==> src/rtl/core/ubhs_pkg.sv <==
// Shared types and constants for the bootloader host sequencer.
// Used by the front, queue, back and top-level modules; no dependencies.
`default_nettype none
package ubhs_pkg;

  localparam int MAX_BLOCK = 256;
  localparam int MAX_TX    = 5;
  localparam int QDEPTH    = 4;
  localparam int QPTR_W    = $clog2(QDEPTH);

  localparam logic [15:0] TIMEOUT_RESET = 16'd5000;

  localparam logic [1:0] CMD_BEGIN = 2'd0;
  localparam logic [1:0] CMD_DATA  = 2'd1;
  localparam logic [1:0] CMD_RX    = 2'd2;
  localparam logic [1:0] CMD_TICK  = 2'd3;

  localparam logic [2:0] OP_CONNECT   = 3'd0;
  localparam logic [2:0] OP_WRITE     = 3'd1;
  localparam logic [2:0] OP_READ      = 3'd2;
  localparam logic [2:0] OP_GO        = 3'd3;
  localparam logic [2:0] OP_ERASE     = 3'd4;
  localparam logic [2:0] OP_UNPROTECT = 3'd5;

  localparam logic [2:0] ST_BUSY    = 3'd0;
  localparam logic [2:0] ST_DONE    = 3'd1;
  localparam logic [2:0] ST_NACK    = 3'd2;
  localparam logic [2:0] ST_BAD     = 3'd3;
  localparam logic [2:0] ST_TIMEOUT = 3'd4;
  localparam logic [2:0] ST_UNEXP   = 3'd5;

  localparam logic [7:0] ACK_BYTE   = 8'h79;
  localparam logic [7:0] NACK_BYTE  = 8'h1F;
  localparam logic [7:0] SYNC_BYTE  = 8'h7F;
  localparam logic [7:0] ERASE_ALL  = 8'hFF;

  // One accepted word expands to ntx transmit results, then an optional tail result.
  typedef struct packed {
    logic [2:0]           ntx;
    logic [MAX_TX-1:0][7:0] tx;
    logic                 tail;
    logic                 tail_rv;
    logic [7:0]           tail_rb;
    logic [2:0]           tail_st;
  } desc_t;

  function automatic logic [7:0] cmd_code(input logic [2:0] op);
    logic [7:0] c;
    case (op)
      OP_CONNECT:   c = 8'h7F;
      OP_WRITE:     c = 8'h31;
      OP_READ:      c = 8'h11;
      OP_GO:        c = 8'h21;
      OP_ERASE:     c = 8'h43;
      OP_UNPROTECT: c = 8'h73;
      default:      c = 8'h00;
    endcase
    return c;
  endfunction

endpackage
`default_nettype wire

==> src/rtl/core/ubhs_front.sv <==
// Front end: accepts input words, runs the protocol state and emits at most one descriptor per word.
// Depends on ubhs_pkg.
`default_nettype none
module ubhs_front
  import ubhs_pkg::*;
(
  input  wire logic        clk,
  input  wire logic        rst_n,
  input  wire logic        cfg_wr_en,
  input  wire logic [15:0] cfg_wr_data,
  input  wire logic        acc,
  input  wire logic [1:0]  command,
  input  wire logic [2:0]  operation,
  input  wire logic [31:0] address,
  input  wire logic [8:0]  length,
  input  wire logic [7:0]  data_byte,
  output logic             push,
  output desc_t            desc
);

  typedef enum logic [3:0] {
    PH_IDLE, PH_ACK_CMD, PH_ACK_ADDR, PH_W_DATA, PH_ACK_LEN, PH_R_DATA,
    PH_ACK_UNP, PH_ACK_DONE
  } phase_t;

  phase_t      phase_r, phase_nxt;
  logic [2:0]  op_r, op_nxt;
  logic [31:0] addr_r, addr_nxt;
  logic [8:0]  blen_r, blen_nxt;
  logic [8:0]  rem_r, rem_nxt;
  logic [7:0]  csum_r, csum_nxt;
  logic [15:0] timer_r, timer_nxt;
  logic [15:0] timeout_r;

  logic        awaiting;
  logic [7:0]  lm1, code, axor, csum_new;
  logic [8:0]  rem_dec;
  logic [15:0] timer_inc;

  assign awaiting = (phase_r != PH_IDLE) && (phase_r != PH_W_DATA);
  assign lm1      = 8'(blen_r - 9'd1);
  assign code     = cmd_code(operation);
  assign axor     = addr_r[31:24] ^ addr_r[23:16] ^ addr_r[15:8] ^ addr_r[7:0];
  assign csum_new = csum_r ^ data_byte;
  assign rem_dec  = rem_r - 9'd1;
  assign timer_inc = timer_r + 16'd1;

  always_comb begin
    phase_nxt = phase_r;
    op_nxt    = op_r;
    addr_nxt  = addr_r;
    blen_nxt  = blen_r;
    rem_nxt   = rem_r;
    csum_nxt  = csum_r;
    timer_nxt = timer_r;
    desc      = '0;
    push      = 1'b0;
    if (acc) begin
      case (command)
        CMD_BEGIN: begin
          push = 1'b1;
          if (phase_r != PH_IDLE || operation > OP_UNPROTECT) begin
            desc.tail    = 1'b1;
            desc.tail_st = ST_UNEXP;
          end else begin
            op_nxt   = operation;
            addr_nxt = address;
            if (length == 9'd0) begin
              blen_nxt = 9'd1;
            end else if (length > 9'(MAX_BLOCK)) begin
              blen_nxt = 9'(MAX_BLOCK);
            end else begin
              blen_nxt = length;
            end
            csum_nxt  = 8'd0;
            rem_nxt   = 9'd0;
            timer_nxt = 16'd0;
            desc.tx[0] = code;
            if (operation == OP_CONNECT) begin
              desc.ntx  = 3'd1;
              phase_nxt = PH_ACK_DONE;
            end else begin
              desc.tx[1] = ~code;
              desc.ntx   = 3'd2;
              phase_nxt  = PH_ACK_CMD;
            end
          end
        end
        CMD_DATA: begin
          push = 1'b1;
          if (phase_r != PH_W_DATA) begin
            desc.tail    = 1'b1;
            desc.tail_st = ST_UNEXP;
          end else begin
            desc.tx[0] = data_byte;
            desc.ntx   = 3'd1;
            csum_nxt   = csum_new;
            rem_nxt    = rem_dec;
            if (rem_dec == 9'd0) begin
              desc.tx[1] = csum_new;
              desc.ntx   = 3'd2;
              phase_nxt  = PH_ACK_DONE;
              timer_nxt  = 16'd0;
            end
          end
        end
        CMD_RX: begin
          push = 1'b1;
          if (phase_r == PH_R_DATA) begin
            rem_nxt      = rem_dec;
            desc.tail    = 1'b1;
            desc.tail_rv = 1'b1;
            desc.tail_rb = data_byte;
            if (rem_dec == 9'd0) begin
              desc.tail_st = ST_DONE;
              phase_nxt    = PH_IDLE;
            end else begin
              desc.tail_st = ST_BUSY;
            end
          end else if (awaiting) begin
            if (data_byte == ACK_BYTE) begin
              case (phase_r)
                PH_ACK_CMD: begin
                  timer_nxt = 16'd0;
                  if (op_r == OP_ERASE) begin
                    desc.tx[0] = ERASE_ALL;
                    desc.tx[1] = 8'h00;
                    desc.ntx   = 3'd2;
                    phase_nxt  = PH_ACK_DONE;
                  end else if (op_r == OP_UNPROTECT) begin
                    desc.tail    = 1'b1;
                    desc.tail_st = ST_BUSY;
                    phase_nxt    = PH_ACK_UNP;
                  end else begin
                    desc.tx[0] = addr_r[31:24];
                    desc.tx[1] = addr_r[23:16];
                    desc.tx[2] = addr_r[15:8];
                    desc.tx[3] = addr_r[7:0];
                    desc.tx[4] = axor;
                    desc.ntx   = 3'd5;
                    phase_nxt  = PH_ACK_ADDR;
                  end
                end
                PH_ACK_ADDR: begin
                  if (op_r == OP_WRITE) begin
                    desc.tx[0] = lm1;
                    desc.ntx   = 3'd1;
                    csum_nxt   = lm1;
                    rem_nxt    = blen_r;
                    phase_nxt  = PH_W_DATA;
                  end else if (op_r == OP_READ) begin
                    desc.tx[0] = lm1;
                    desc.tx[1] = ~lm1;
                    desc.ntx   = 3'd2;
                    timer_nxt  = 16'd0;
                    phase_nxt  = PH_ACK_LEN;
                  end else begin
                    desc.tail    = 1'b1;
                    desc.tail_st = ST_DONE;
                    phase_nxt    = PH_IDLE;
                  end
                end
                PH_ACK_LEN: begin
                  desc.tail    = 1'b1;
                  desc.tail_st = ST_BUSY;
                  rem_nxt      = blen_r;
                  timer_nxt    = 16'd0;
                  phase_nxt    = PH_R_DATA;
                end
                PH_ACK_UNP: begin
                  desc.tx[0] = SYNC_BYTE;
                  desc.ntx   = 3'd1;
                  timer_nxt  = 16'd0;
                  phase_nxt  = PH_ACK_DONE;
                end
                default: begin
                  desc.tail    = 1'b1;
                  desc.tail_st = ST_DONE;
                  phase_nxt    = PH_IDLE;
                end
              endcase
            end else begin
              desc.tail    = 1'b1;
              desc.tail_st = (data_byte == NACK_BYTE) ? ST_NACK : ST_BAD;
              phase_nxt    = PH_IDLE;
            end
          end else begin
            desc.tail    = 1'b1;
            desc.tail_st = ST_UNEXP;
          end
        end
        CMD_TICK: begin
          if (awaiting) begin
            timer_nxt = timer_inc;
            // timer wrap to zero also counts as expiry
            if (timer_inc >= timeout_r || timer_inc == 16'd0) begin
              push         = 1'b1;
              desc.tail    = 1'b1;
              desc.tail_st = ST_TIMEOUT;
              phase_nxt    = PH_IDLE;
            end
          end
        end
        default: begin
          push = 1'b0;
        end
      endcase
    end
  end

  always_ff @(posedge clk) begin
    if (!rst_n) begin
      phase_r   <= PH_IDLE;
      op_r      <= 3'd0;
      addr_r    <= 32'd0;
      blen_r    <= 9'd0;
      rem_r     <= 9'd0;
      csum_r    <= 8'd0;
      timer_r   <= 16'd0;
      timeout_r <= TIMEOUT_RESET;
    end else begin
      phase_r <= phase_nxt;
      op_r    <= op_nxt;
      addr_r  <= addr_nxt;
      blen_r  <= blen_nxt;
      rem_r   <= rem_nxt;
      csum_r  <= csum_nxt;
      timer_r <= timer_nxt;
      if (cfg_wr_en) begin
        timeout_r <= cfg_wr_data;
      end
    end
  end

endmodule
`default_nettype wire

==> src/rtl/core/ubhs_queue.sv <==
// Small flop-based FIFO of descriptors between front and back.
// Depends on ubhs_pkg.
`default_nettype none
module ubhs_queue
  import ubhs_pkg::*;
(
  input  wire logic  clk,
  input  wire logic  rst_n,
  input  wire logic  push,
  input  desc_t      push_desc,
  input  wire logic  pop,
  output desc_t      head,
  output logic       empty,
  output logic       full
);

  desc_t              mem_r [QDEPTH];
  logic [QPTR_W-1:0]  wptr_r, rptr_r;
  logic [QPTR_W:0]    cnt_r, cnt_nxt;
  logic               do_push, do_pop;

  assign empty   = (cnt_r == '0);
  assign full    = (cnt_r == (QPTR_W+1)'(QDEPTH));
  assign head    = mem_r[rptr_r];
  assign do_push = push && !full;
  assign do_pop  = pop && !empty;

  always_comb begin
    cnt_nxt = cnt_r;
    if (do_push && !do_pop) begin
      cnt_nxt = cnt_r + 1'b1;
    end else if (do_pop && !do_push) begin
      cnt_nxt = cnt_r - 1'b1;
    end
  end

  always_ff @(posedge clk) begin
    if (do_push) begin
      mem_r[wptr_r] <= push_desc;
    end
  end

  always_ff @(posedge clk) begin
    if (!rst_n) begin
      wptr_r <= '0;
      rptr_r <= '0;
      cnt_r  <= '0;
    end else begin
      cnt_r <= cnt_nxt;
      if (do_push) begin
        wptr_r <= wptr_r + 1'b1;
      end
      if (do_pop) begin
        rptr_r <= rptr_r + 1'b1;
      end
    end
  end

endmodule
`default_nettype wire

==> src/rtl/core/ubhs_back.sv <==
// Back end: walks the head descriptor into a registered output stage, one result per cycle
// while that stage is empty or out_ready is high. Depends on ubhs_pkg.
`default_nettype none
module ubhs_back
  import ubhs_pkg::*;
(
  input  wire logic  clk,
  input  wire logic  rst_n,
  input  desc_t      head,
  input  wire logic  empty,
  output logic       pop,
  output logic       out_valid,
  input  wire logic  out_ready,
  output logic       tx_valid,
  output logic [7:0] tx_byte,
  output logic       read_valid,
  output logic [7:0] read_byte,
  output logic [2:0] status,
  output logic       last
);

  logic [2:0] idx_r, idx_nxt;
  logic       vld_r, vld_nxt;
  logic       txv_r, rv_r, last_r;
  logic [7:0] tx_r, rb_r;
  logic [2:0] st_r;

  logic       load, is_tx, is_last;
  logic [2:0] total;

  assign load    = !empty && (!vld_r || out_ready);
  assign total   = head.ntx + {2'b00, head.tail};
  assign is_tx   = idx_r < head.ntx;
  assign is_last = (idx_r + 3'd1) == total;
  assign pop     = load && is_last;

  always_comb begin
    vld_nxt = vld_r;
    idx_nxt = idx_r;
    if (load) begin
      vld_nxt = 1'b1;
      idx_nxt = is_last ? 3'd0 : idx_r + 3'd1;
    end else if (out_ready) begin
      vld_nxt = 1'b0;
    end
  end

  always_ff @(posedge clk) begin
    if (!rst_n) begin
      vld_r <= 1'b0;
      idx_r <= 3'd0;
    end else begin
      vld_r <= vld_nxt;
      idx_r <= idx_nxt;
    end
  end

  always_ff @(posedge clk) begin
    if (load) begin
      last_r <= is_last;
      if (is_tx) begin
        txv_r <= 1'b1;
        tx_r  <= head.tx[idx_r];
        rv_r  <= 1'b0;
        rb_r  <= 8'd0;
        st_r  <= ST_BUSY;
      end else begin
        txv_r <= 1'b0;
        tx_r  <= 8'd0;
        rv_r  <= head.tail_rv;
        rb_r  <= head.tail_rb;
        st_r  <= head.tail_st;
      end
    end
  end

  assign out_valid  = vld_r;
  assign tx_valid   = txv_r;
  assign tx_byte    = tx_r;
  assign read_valid = rv_r;
  assign read_byte  = rb_r;
  assign status     = st_r;
  assign last       = last_r;

endmodule
`default_nettype wire

==> src/rtl/core/uart_bootloader_host_sequencer_unit.sv <==
// Bootloader host sequencer: front protocol engine, descriptor queue, result serializer.
// An accepted input word's descriptor is registered in the queue, then its first result in the output stage.
// Throughput: one input word per cycle while the queue is not full, into a 4-deep queue; results leave at one
// per cycle while out_tready is high, so a word with N results (1..5) holds the output for N transfers.
// Reset (rst_n low, synchronous): idle phase, empty queue, timeout back to 5000 ticks.
// Depends on ubhs_pkg, ubhs_front, ubhs_queue, ubhs_back.
`default_nettype none
module uart_bootloader_host_sequencer_unit
  import ubhs_pkg::*;
(
  input  wire logic        clk,
  input  wire logic        rst_n,
  input  wire logic        cfg_wr_en,
  input  wire logic [15:0] cfg_wr_data,   // timeout_ticks
  input  wire logic        in_tvalid,
  output logic             in_tready,
  input  wire logic [55:0] in_tdata,      // operation[2:0], address[34:3], length[43:35],
                                          // data_byte[51:44], zero fill
  input  wire logic [1:0]  in_tuser,      // command
  output logic             out_tvalid,
  input  wire logic        out_tready,
  output logic [23:0]      out_tdata,     // tx_byte[7:0], read_byte[15:8], status[18:16], zero fill
  output logic [1:0]       out_tuser,     // tx_valid[0], read_valid[1]
  output logic             out_tlast
);

  desc_t      desc, head;
  logic       push, pop, empty, full, acc;
  logic       txv, rv;
  logic [7:0] txb, rb;
  logic [2:0] st;

  assign in_tready = !full;
  assign acc       = in_tvalid && in_tready;

  ubhs_front u_front (
    .clk         (clk),
    .rst_n       (rst_n),
    .cfg_wr_en   (cfg_wr_en),
    .cfg_wr_data (cfg_wr_data),
    .acc         (acc),
    .command     (in_tuser),
    .operation   (in_tdata[2:0]),
    .address     (in_tdata[34:3]),
    .length      (in_tdata[43:35]),
    .data_byte   (in_tdata[51:44]),
    .push        (push),
    .desc        (desc)
  );

  ubhs_queue u_queue (
    .clk       (clk),
    .rst_n     (rst_n),
    .push      (push),
    .push_desc (desc),
    .pop       (pop),
    .head      (head),
    .empty     (empty),
    .full      (full)
  );

  ubhs_back u_back (
    .clk        (clk),
    .rst_n      (rst_n),
    .head       (head),
    .empty      (empty),
    .pop        (pop),
    .out_valid  (out_tvalid),
    .out_ready  (out_tready),
    .tx_valid   (txv),
    .tx_byte    (txb),
    .read_valid (rv),
    .read_byte  (rb),
    .status     (st),
    .last       (out_tlast)
  );

  assign out_tdata = {5'd0, st, rb, txb};
  assign out_tuser = {rv, txv};

endmodule
`default_nettype wire
==> config.mk <==
export PLATFORM = sky130hd
export DESIGN_NAME = uart_bootloader_host_sequencer_unit
export DESIGN_NICKNAME = d
export VERILOG_FILES = /design/src/rtl/core/ubhs_pkg.sv /design/src/rtl/core/ubhs_front.sv /design/src/rtl/core/ubhs_queue.sv /design/src/rtl/core/ubhs_back.sv /design/src/rtl/core/uart_bootloader_host_sequencer_unit.sv
export SDC_FILE = /design/constraint.sdc
export NUM_CORES = 1
export LEC_CHECK = 0
export BUFFER_PORTS_ARGS = -buffer_cell sky130_fd_sc_hd__buf_2
export CAP_MARGIN = 40
export CORE_AREA = 2 2 207 209
export CTS_CLUSTER_DIAMETER = 30
export DETAILED_ROUTE_END_ITERATION = 10
export DIE_AREA = 0 0 209 211
export GPL_TIMING_DRIVEN = 0
export SLEW_MARGIN = 10
export SYNTH_ARGS = -nofsm -noshare
export SYNTH_HDL_FRONTEND = slang
export SYNTH_SLANG_ARGS = --single-unit
export TNS_END_PERCENT = 20
==> constraint.sdc <==
create_clock -name clk -period 4.38 [get_ports clk]
set_input_delay 0.438 -clock clk [delete_from_list [all_inputs] [get_ports clk]]
set_output_delay 0.438 -clock clk [all_outputs]
set_load 0.005 [all_outputs]
==> metrics.md, run 1 <==
| Metric | Value |
|---|---|
| # DRC | 0 |
| Num CTS Buffers | 74 |
| Syn Area/Cell | 12.01 um2 |
| DR iter-0 viols | 813 |
| Top Ports | 108 |
| Synthesis-to-layout area growth | 24.58% |
| Worst-Margin Slew | 0.8178 ns |
| VDD IR max | 0.3517 mV |
| Cts hold-fix bufs | 0 |
| Die Wd | 209 um |
| Antenna-violating nets left | 0 |
| Status | finished clean |
| Final Skew | 0.03125 ns |
| CTS max path bufs | 3 |
| Die area | 44,100 um2 |
| Largest net degree at the start of global routing | 49 |
| Sequential share of the synthesized area | 57.80% |
| Post-layout min period | 4.132 ns |
| WP data required | 4.89 ns |
| Cell taking the most area after synthesis | edfxtp_1 |
| Final Max Tran Viols | 0 |
| Asr flop ratio synth | 0% |
| Synth unique cells | 70 |
| IO Port Bufs | 98 |
| CP Max Fanout | 8 |
| CP delay by family, top | adder cells |
| Die Span Y | 211 um |
| Nets | 1,682 |
| R2R depth | 17 |
| Final cell count without fillers | 2,167 |
| CP endpoint kind | flip-flop |
| Setup violations, final | 0 |
| CP max stage delay | 0.42 ns |
| Max Freq | 242.0 MHz |
| Std cell rows | 75 |
| Ant diodes | 0 |
| Clock Latency Late Sink | 0.61 ns |
| Vias in the first global route | 11,710 |
| Cell count of the worst hold path | 3 |
| Worst-path clk slew | 0.04 ns |
| Post-synth EDFFs | 246 |
| CP Buf/Inv Count | 3 |
| Initial Utilization | 39.65% |
| Lkg Pwr | 7.443 nW |
| Period utilisation layout | 94.35% |
| Crit-path cells | ha_4 -> nand4_1 -> buf_4 -> nor4_4 -> xor2_1 -> ha_1 -> nand4_1 -> o41ai_4 -> a31oi_2 -> o21a_1 -> inv_2 -> ha_1 -> inv_1 -> fa_1 -> xor2_1 -> or3_1 -> a21oi_1 |
| Worst setup SP type | flip-flop |
| Critical path depth | 17 |
| P per Cell Area | 561.2 nW/um2 |
| Placed insts | 2,028 |
| # clock sinks | 355 |
| Post-DP HPWL | 29,280 um |
| R2r setup slk | 0.25 ns |
| CTS tree | yes |
| Initial antenna violation count | 0 |
| CP arrival | 4.64 ns |
| Ranking of synthesized cells by area | edfxtp_1 45%, dfxtp_1 13%, mux4_2 8.7%, nand2_1 4.3%, a21oi_1 3.2% |
| Final WL | 42,200 um |
| Global-route wire length before repair | 66,140 um |
| Root buffer cell | clkbuf_16 |
| Post-Syn Area | 16,560 um2 |
| Layout cell share with drive strength beyond 1 | 22.17% |
| Most numerous cell in the Yosys netlist | edfxtp_1 |
| Wire length per cell | 19.48 um |
| Synth Flop Type | edfxtp_1 |
| Setup Crit Path Kind | reg -> reg |
| Critical path's slowest cell | fa_1 |
| Final hold vios | 0 |
| GRT Overall Usage | 19.52% |
| Gpl congestion | 0.8832 |
| Fillers | 3,630 |
| Synth top area share | 44.62% |
| Total grt overflow | 0 |
| Placeable Area | 41,760 um2 |
| Vias | 11,590 |
| Yosys reg bits | 355 |
| Htree depth | 3 |
| Top post-synthesis cells by count | 246 x edfxtp_1, 190 x nand2_1, 109 x dfxtp_1, 106 x a21oi_1, 79 x nor2_1 |
| Max Cap Viol | 0 |
| Hold WS | 0.07641 ns |
| Mapped Cells | 1,378 |
| Worst slew margin | 45.48% |
| Via/cell ratio | 5.346 |
| Final core occ | 49.39% |
| TNS Setup | 0 ns |
| Number of detailed-route iterations in the first pass | 7 |
| Worst min-delay path class | in -> reg |
| Yosys warning count | 0 |
[tightest hold or removal path: stages]
cell and delay (ns):
buf_2 0.08, nand2_1 0.04, o211ai_1 0.06
[final cells by class]
type                            instances  area [um2]  share of cell area (%)
Buffer                                 87       436.7                   2.117
Clock buffer                           87        1941                   9.409
Clock inverter                         50       563.0                   2.730
Inverter                               42       157.7                  0.7643
Multi-Input combinational cell        894        6564                   31.82
Sequential cell                       355        9574                   46.42
Tap cell                              539       674.4                   3.270
Timing Repair Buffer                  113       715.7                   3.470
[what timing repair did]
action                     4_1_cts  5_1_grt
setup buffers                    0        6
setup endpoints to repair      202      193
cloned                           0        0
resized for setup               16       21
pin swaps                        0        8
[kinds of logic (layout without fill, tap and decap cells)]
family | after synthesis | after routing | synth area share, %
other | 1 | 5 | 0.02265
adders and majority gates | 36 | 36 | 2.766
muxes | 82 | 82 | 9.794
AOI/OAI and AO/OA | 238 | 238 | 8.691
DFF | 355 | 355 | 57.80
buffers and inverters | 133 | 379 | 3.408
and+or+nand+nor | 459 | 459 | 13.60
xor gates and xnor gates | 74 | 74 | 3.915
[per-stage QoR]
stage / power, mW / setup slack (ns) / instance area [um2]
6_report: 11.57 / 0.2475 / 20630
5_1_grt: 12.06 / -0.02478 / 20630
4_1_cts: 11.67 / 0.002467 / 20480
3_5_place_dp: 6.084 / -1.159 / 17930
3_3_place_gp: 6.005 / -2.036 / 17740
2_1_floorplan: 5.413 / -0.1748 / 16570
[registers in the layout, indices dropped and copies added (netlist names), 9 cells and up, named ones only]
register and flops:
u_front.addr_r 32, u_front.timeout_r 16, u_front.rem_r 9, u_front.blen_r 9
u_front.timer_r 16, u_queue.mem_r 224
[placed cells by master (no fill, tap or decap), types with 14 or more instances in the layout]
cell type / n
edfxtp_1: 246
nand2_1: 190
buf_2: 115
dfxtp_1: 107
a21oi_1: 106
nor2_1: 77
clkbuf_16: 74
mux4_2: 64
clkbuf_1: 59
xnor2_1: 49
o21ai_0: 46
inv_1: 39
nand3_1: 35
ha_1: 34
and2_1: 33
xor2_1: 23
mux2i_1: 18
nor3_1: 16
nand2b_1: 16
a31oi_1: 15
o211ai_1: 14
[routing by layer]
layer / vias to the layer above / routed length, um / GRT usage, %
li1: 5474 / - / -
met1: 5680 / 18030 / 25.28
met2: 354 / 20510 / 32.44
met3: 77 / 2478 / 4.014
met4: 0 / 1187 / 7.438
met5: - / 0 / 0
[worst paths after layout]
check	startpoint	endpoint
setup / recovery	u_front.timer_r[1]$_SDFFE_PN0P_	u_queue.cnt_r[2]$_SDFFE_PN0P_
hold / removal	cfg_wr_data[7]	u_front.timeout_r[7]$_SDFFE_PN1P_
setup reg to reg	u_front.timer_r[1]$_SDFFE_PN0P_	u_queue.cnt_r[2]$_SDFFE_PN0P_
hold reg to reg	u_back.out_valid$_SDFFE_PN0P_	u_back.out_valid$_SDFFE_PN0P_
[where the power goes]
group          switching, mW  internal [mW]  leakage, nW
registers              0.114           3.98         3.22
logic                   1.04          0.916         3.01
clock network           1.90           3.62         1.21
total                   3.05           8.52         7.44
No activity file was read; power rests on OpenSTA's default activity.
==> run 2: changes to the inputs <==
Settings changed: CELL_PAD_IN_SITES_DETAIL_PLACEMENT from default to 0, CELL_PAD_IN_SITES_GLOBAL_PLACEMENT from default to 1, PLACE_DENSITY_LB_ADDON from default to 0.1.
==> metrics.md, run 2 (synthesized netlist as in run 1, its figures left out) <==
| Metric | Value |
|---|---|
| Setup Crit Path Kind | reg -> reg |
| Num CTS Buffers | 85 |
| Vias in the first global route | 11,590 |
| Cts hold-fix bufs | 0 |
| RR Startpoint | u_front.timer_r[1]$_SDFFE_PN0P_ |
| Period utilisation layout | 94.35% |
| Wire length per cell | 20.51 um |
| Hold wc startpoint | in_tdata[17] |
| DR iter-0 viols | 824 |
| Die area | 44,100 um2 |
| Final WL | 44,840 um |
| Final instance area | 20,870 um2 |
| Status | finished clean |
| Post-layout min period | 4.133 ns |
| VDD IR max | 0.2895 mV |
| Most flop-heavy register | u_queue.mem_r |
| Final cell count without fillers | 2,186 |
| CP Max Fanout | 8 |
| WP data required | 4.90 ns |
| Htree depth | 3 |
| GRT Overall Usage | 20.74% |
| Std cell rows | 75 |
| Gpl congestion | 0.8743 |
| Top Registers | u_queue.mem_r (224), u_front.addr_r (32) |
| Final Skew | 0.02937 ns |
| Layout cell share with drive strength beyond 1 | 22.65% |
| IO Port Bufs | 98 |
| # clock sinks | 355 |
| Vias | 11,430 |
| Lkg Pwr | 7.587 nW |
| Clock Latency Late Sink | 0.60 ns |
| Worst setup margin | 0.2474 ns |
| CTS max path bufs | 3 |
| Number of detailed-route iterations in the first pass | 7 |
| Worst setup SP type | flip-flop |
| Worst-path clk slew | 0.05 ns |
| Post-DP HPWL | 31,900 um |
| Die Wd | 209 um |
| CTS tree | yes |
| Die Span Y | 211 um |
| Global-route wire length before repair | 69,210 um |
| Commonest non-fill, non-tap cells in the layout | 246 x edfxtp_1, 190 x nand2_1, 117 x buf_2 |
| Ant diodes | 0 |
| Number of flip-flops in the largest register | 224 |
| Max Cap Viol | 0 |
| Total grt overflow | 0 |
| DP Area | 17,910 um2 |
| Largest net degree at the start of global routing | 50 |
| Synthesis-to-layout area growth | 26.07% |
| # DRC | 0 |
| P per Cell Area | 577.7 nW/um2 |
| Design Power | 12.06 mW |
| Worst min-delay path class | in -> reg |
| Initial Utilization | 39.65% |
| Nets | 1,693 |
| Hold WS | 0.08495 ns |
| CP endpoint kind | flip-flop |
| Via/cell ratio | 5.230 |
| Placeable Area | 41,760 um2 |
| Root buffer cell | clkbuf_16 |
| Initial antenna violation count | 1 |
| Worst slew margin | 41.94% |
| Fillers | 3,713 |
| Final Max Tran Viols | 0 |
| Final hold vios | 0 |
| Crit path from | u_front.timer_r[1]$_SDFFE_PN0P_ |
| Placed insts | 2,029 |
| Max Freq | 242.0 MHz |
| Setup WS pre-CTS | -0.8532 ns |
| Most common cell after layout, fill and taps aside | edfxtp_1 |
| Setup violations, final | 0 |
| Top Ports | 108 |
| Worst-Margin Slew | 0.8693 ns |
| CP arrival | 4.65 ns |
| Antenna-violating nets left | 0 |
-- run 2: cell type report --
cell class              instances  area (um2)  area share, %
plain buffers                  86       411.6          1.972
inverters                      42       157.7         0.7553
clock buffers                  99        2220          10.63
multi-input cells             894        6549          31.38
flip-flops and latches        355        9574          45.87
repair buffers                114       698.2          3.345
well taps                     539       674.4          3.231
clock inverters                57       588.1          2.817
-- run 2: worst max-delay path, cell delays in order (launching register included) --
cell and delay (ns):
dfxtp_2 0.42, ha_4 0.21, nand4_1 0.23, or3_4 0.45
xnor2_2 0.17, ha_1 0.29, nand2_1 0.09, o21ai_0 0.24
a221oi_2 0.13, o41ai_4 0.09, a31oi_2 0.10, o21a_2 0.27
inv_2 0.10, ha_1 0.18, inv_1 0.07, fa_1 0.43
xor2_1 0.18, or3_1 0.30, a21oi_1 0.14
-- run 2: metrics by stage --
stage / utilization (%) / TNS (ns)
CTS: 49.84 / 0
detailed placement: 42.90 / -66.35
global placement: 42.47 / -448.67
global route: 49.98 / -0.03849
floorplan: - / -29.36
finish: 49.98 / 0
-- run 2: routing by layer --
metal,vias to the layer above,track usage [%],part of all wire [%]
met5,-,0,0.029
met4,2,6.872,2.3
met3,82,4.326,5.1
met2,283,32.99,47
met1,5567,28.46,46
li1,5499,-,-
-- run 2: power by group --
| group | switching, mW | internal, mW |
|---|---|---|
| Combinational | 1.01 | 0.875 |
| Sequential | 0.118 | 3.99 |
| Clock | 1.93 | 4.13 |
-- run 2: path summary, 6_finish.rpt --
kind	depth (start not counted)	endpoint	slack (ns)
worst max register to register	18	u_queue.cnt_r[2]$_SDFFE_PN0P_	0.25
worst min register to register	2	u_front.blen_r[8]$_SDFFE_PN0P_	0.47
worst max-delay path	18	u_queue.cnt_r[2]$_SDFFE_PN0P_	0.25
worst min-delay path	3	u_front.addr_r[14]$_SDFFE_PN0P_	0.08
-- run 2: timing repair --
action | in CTS | in global routing
buffers inserted | 1 | 5
hold endpoints to repair | 0 | 0
setup endpoints to repair | 203 | 2
resized for setup | 20 | 12
pin swaps | 1 | 3
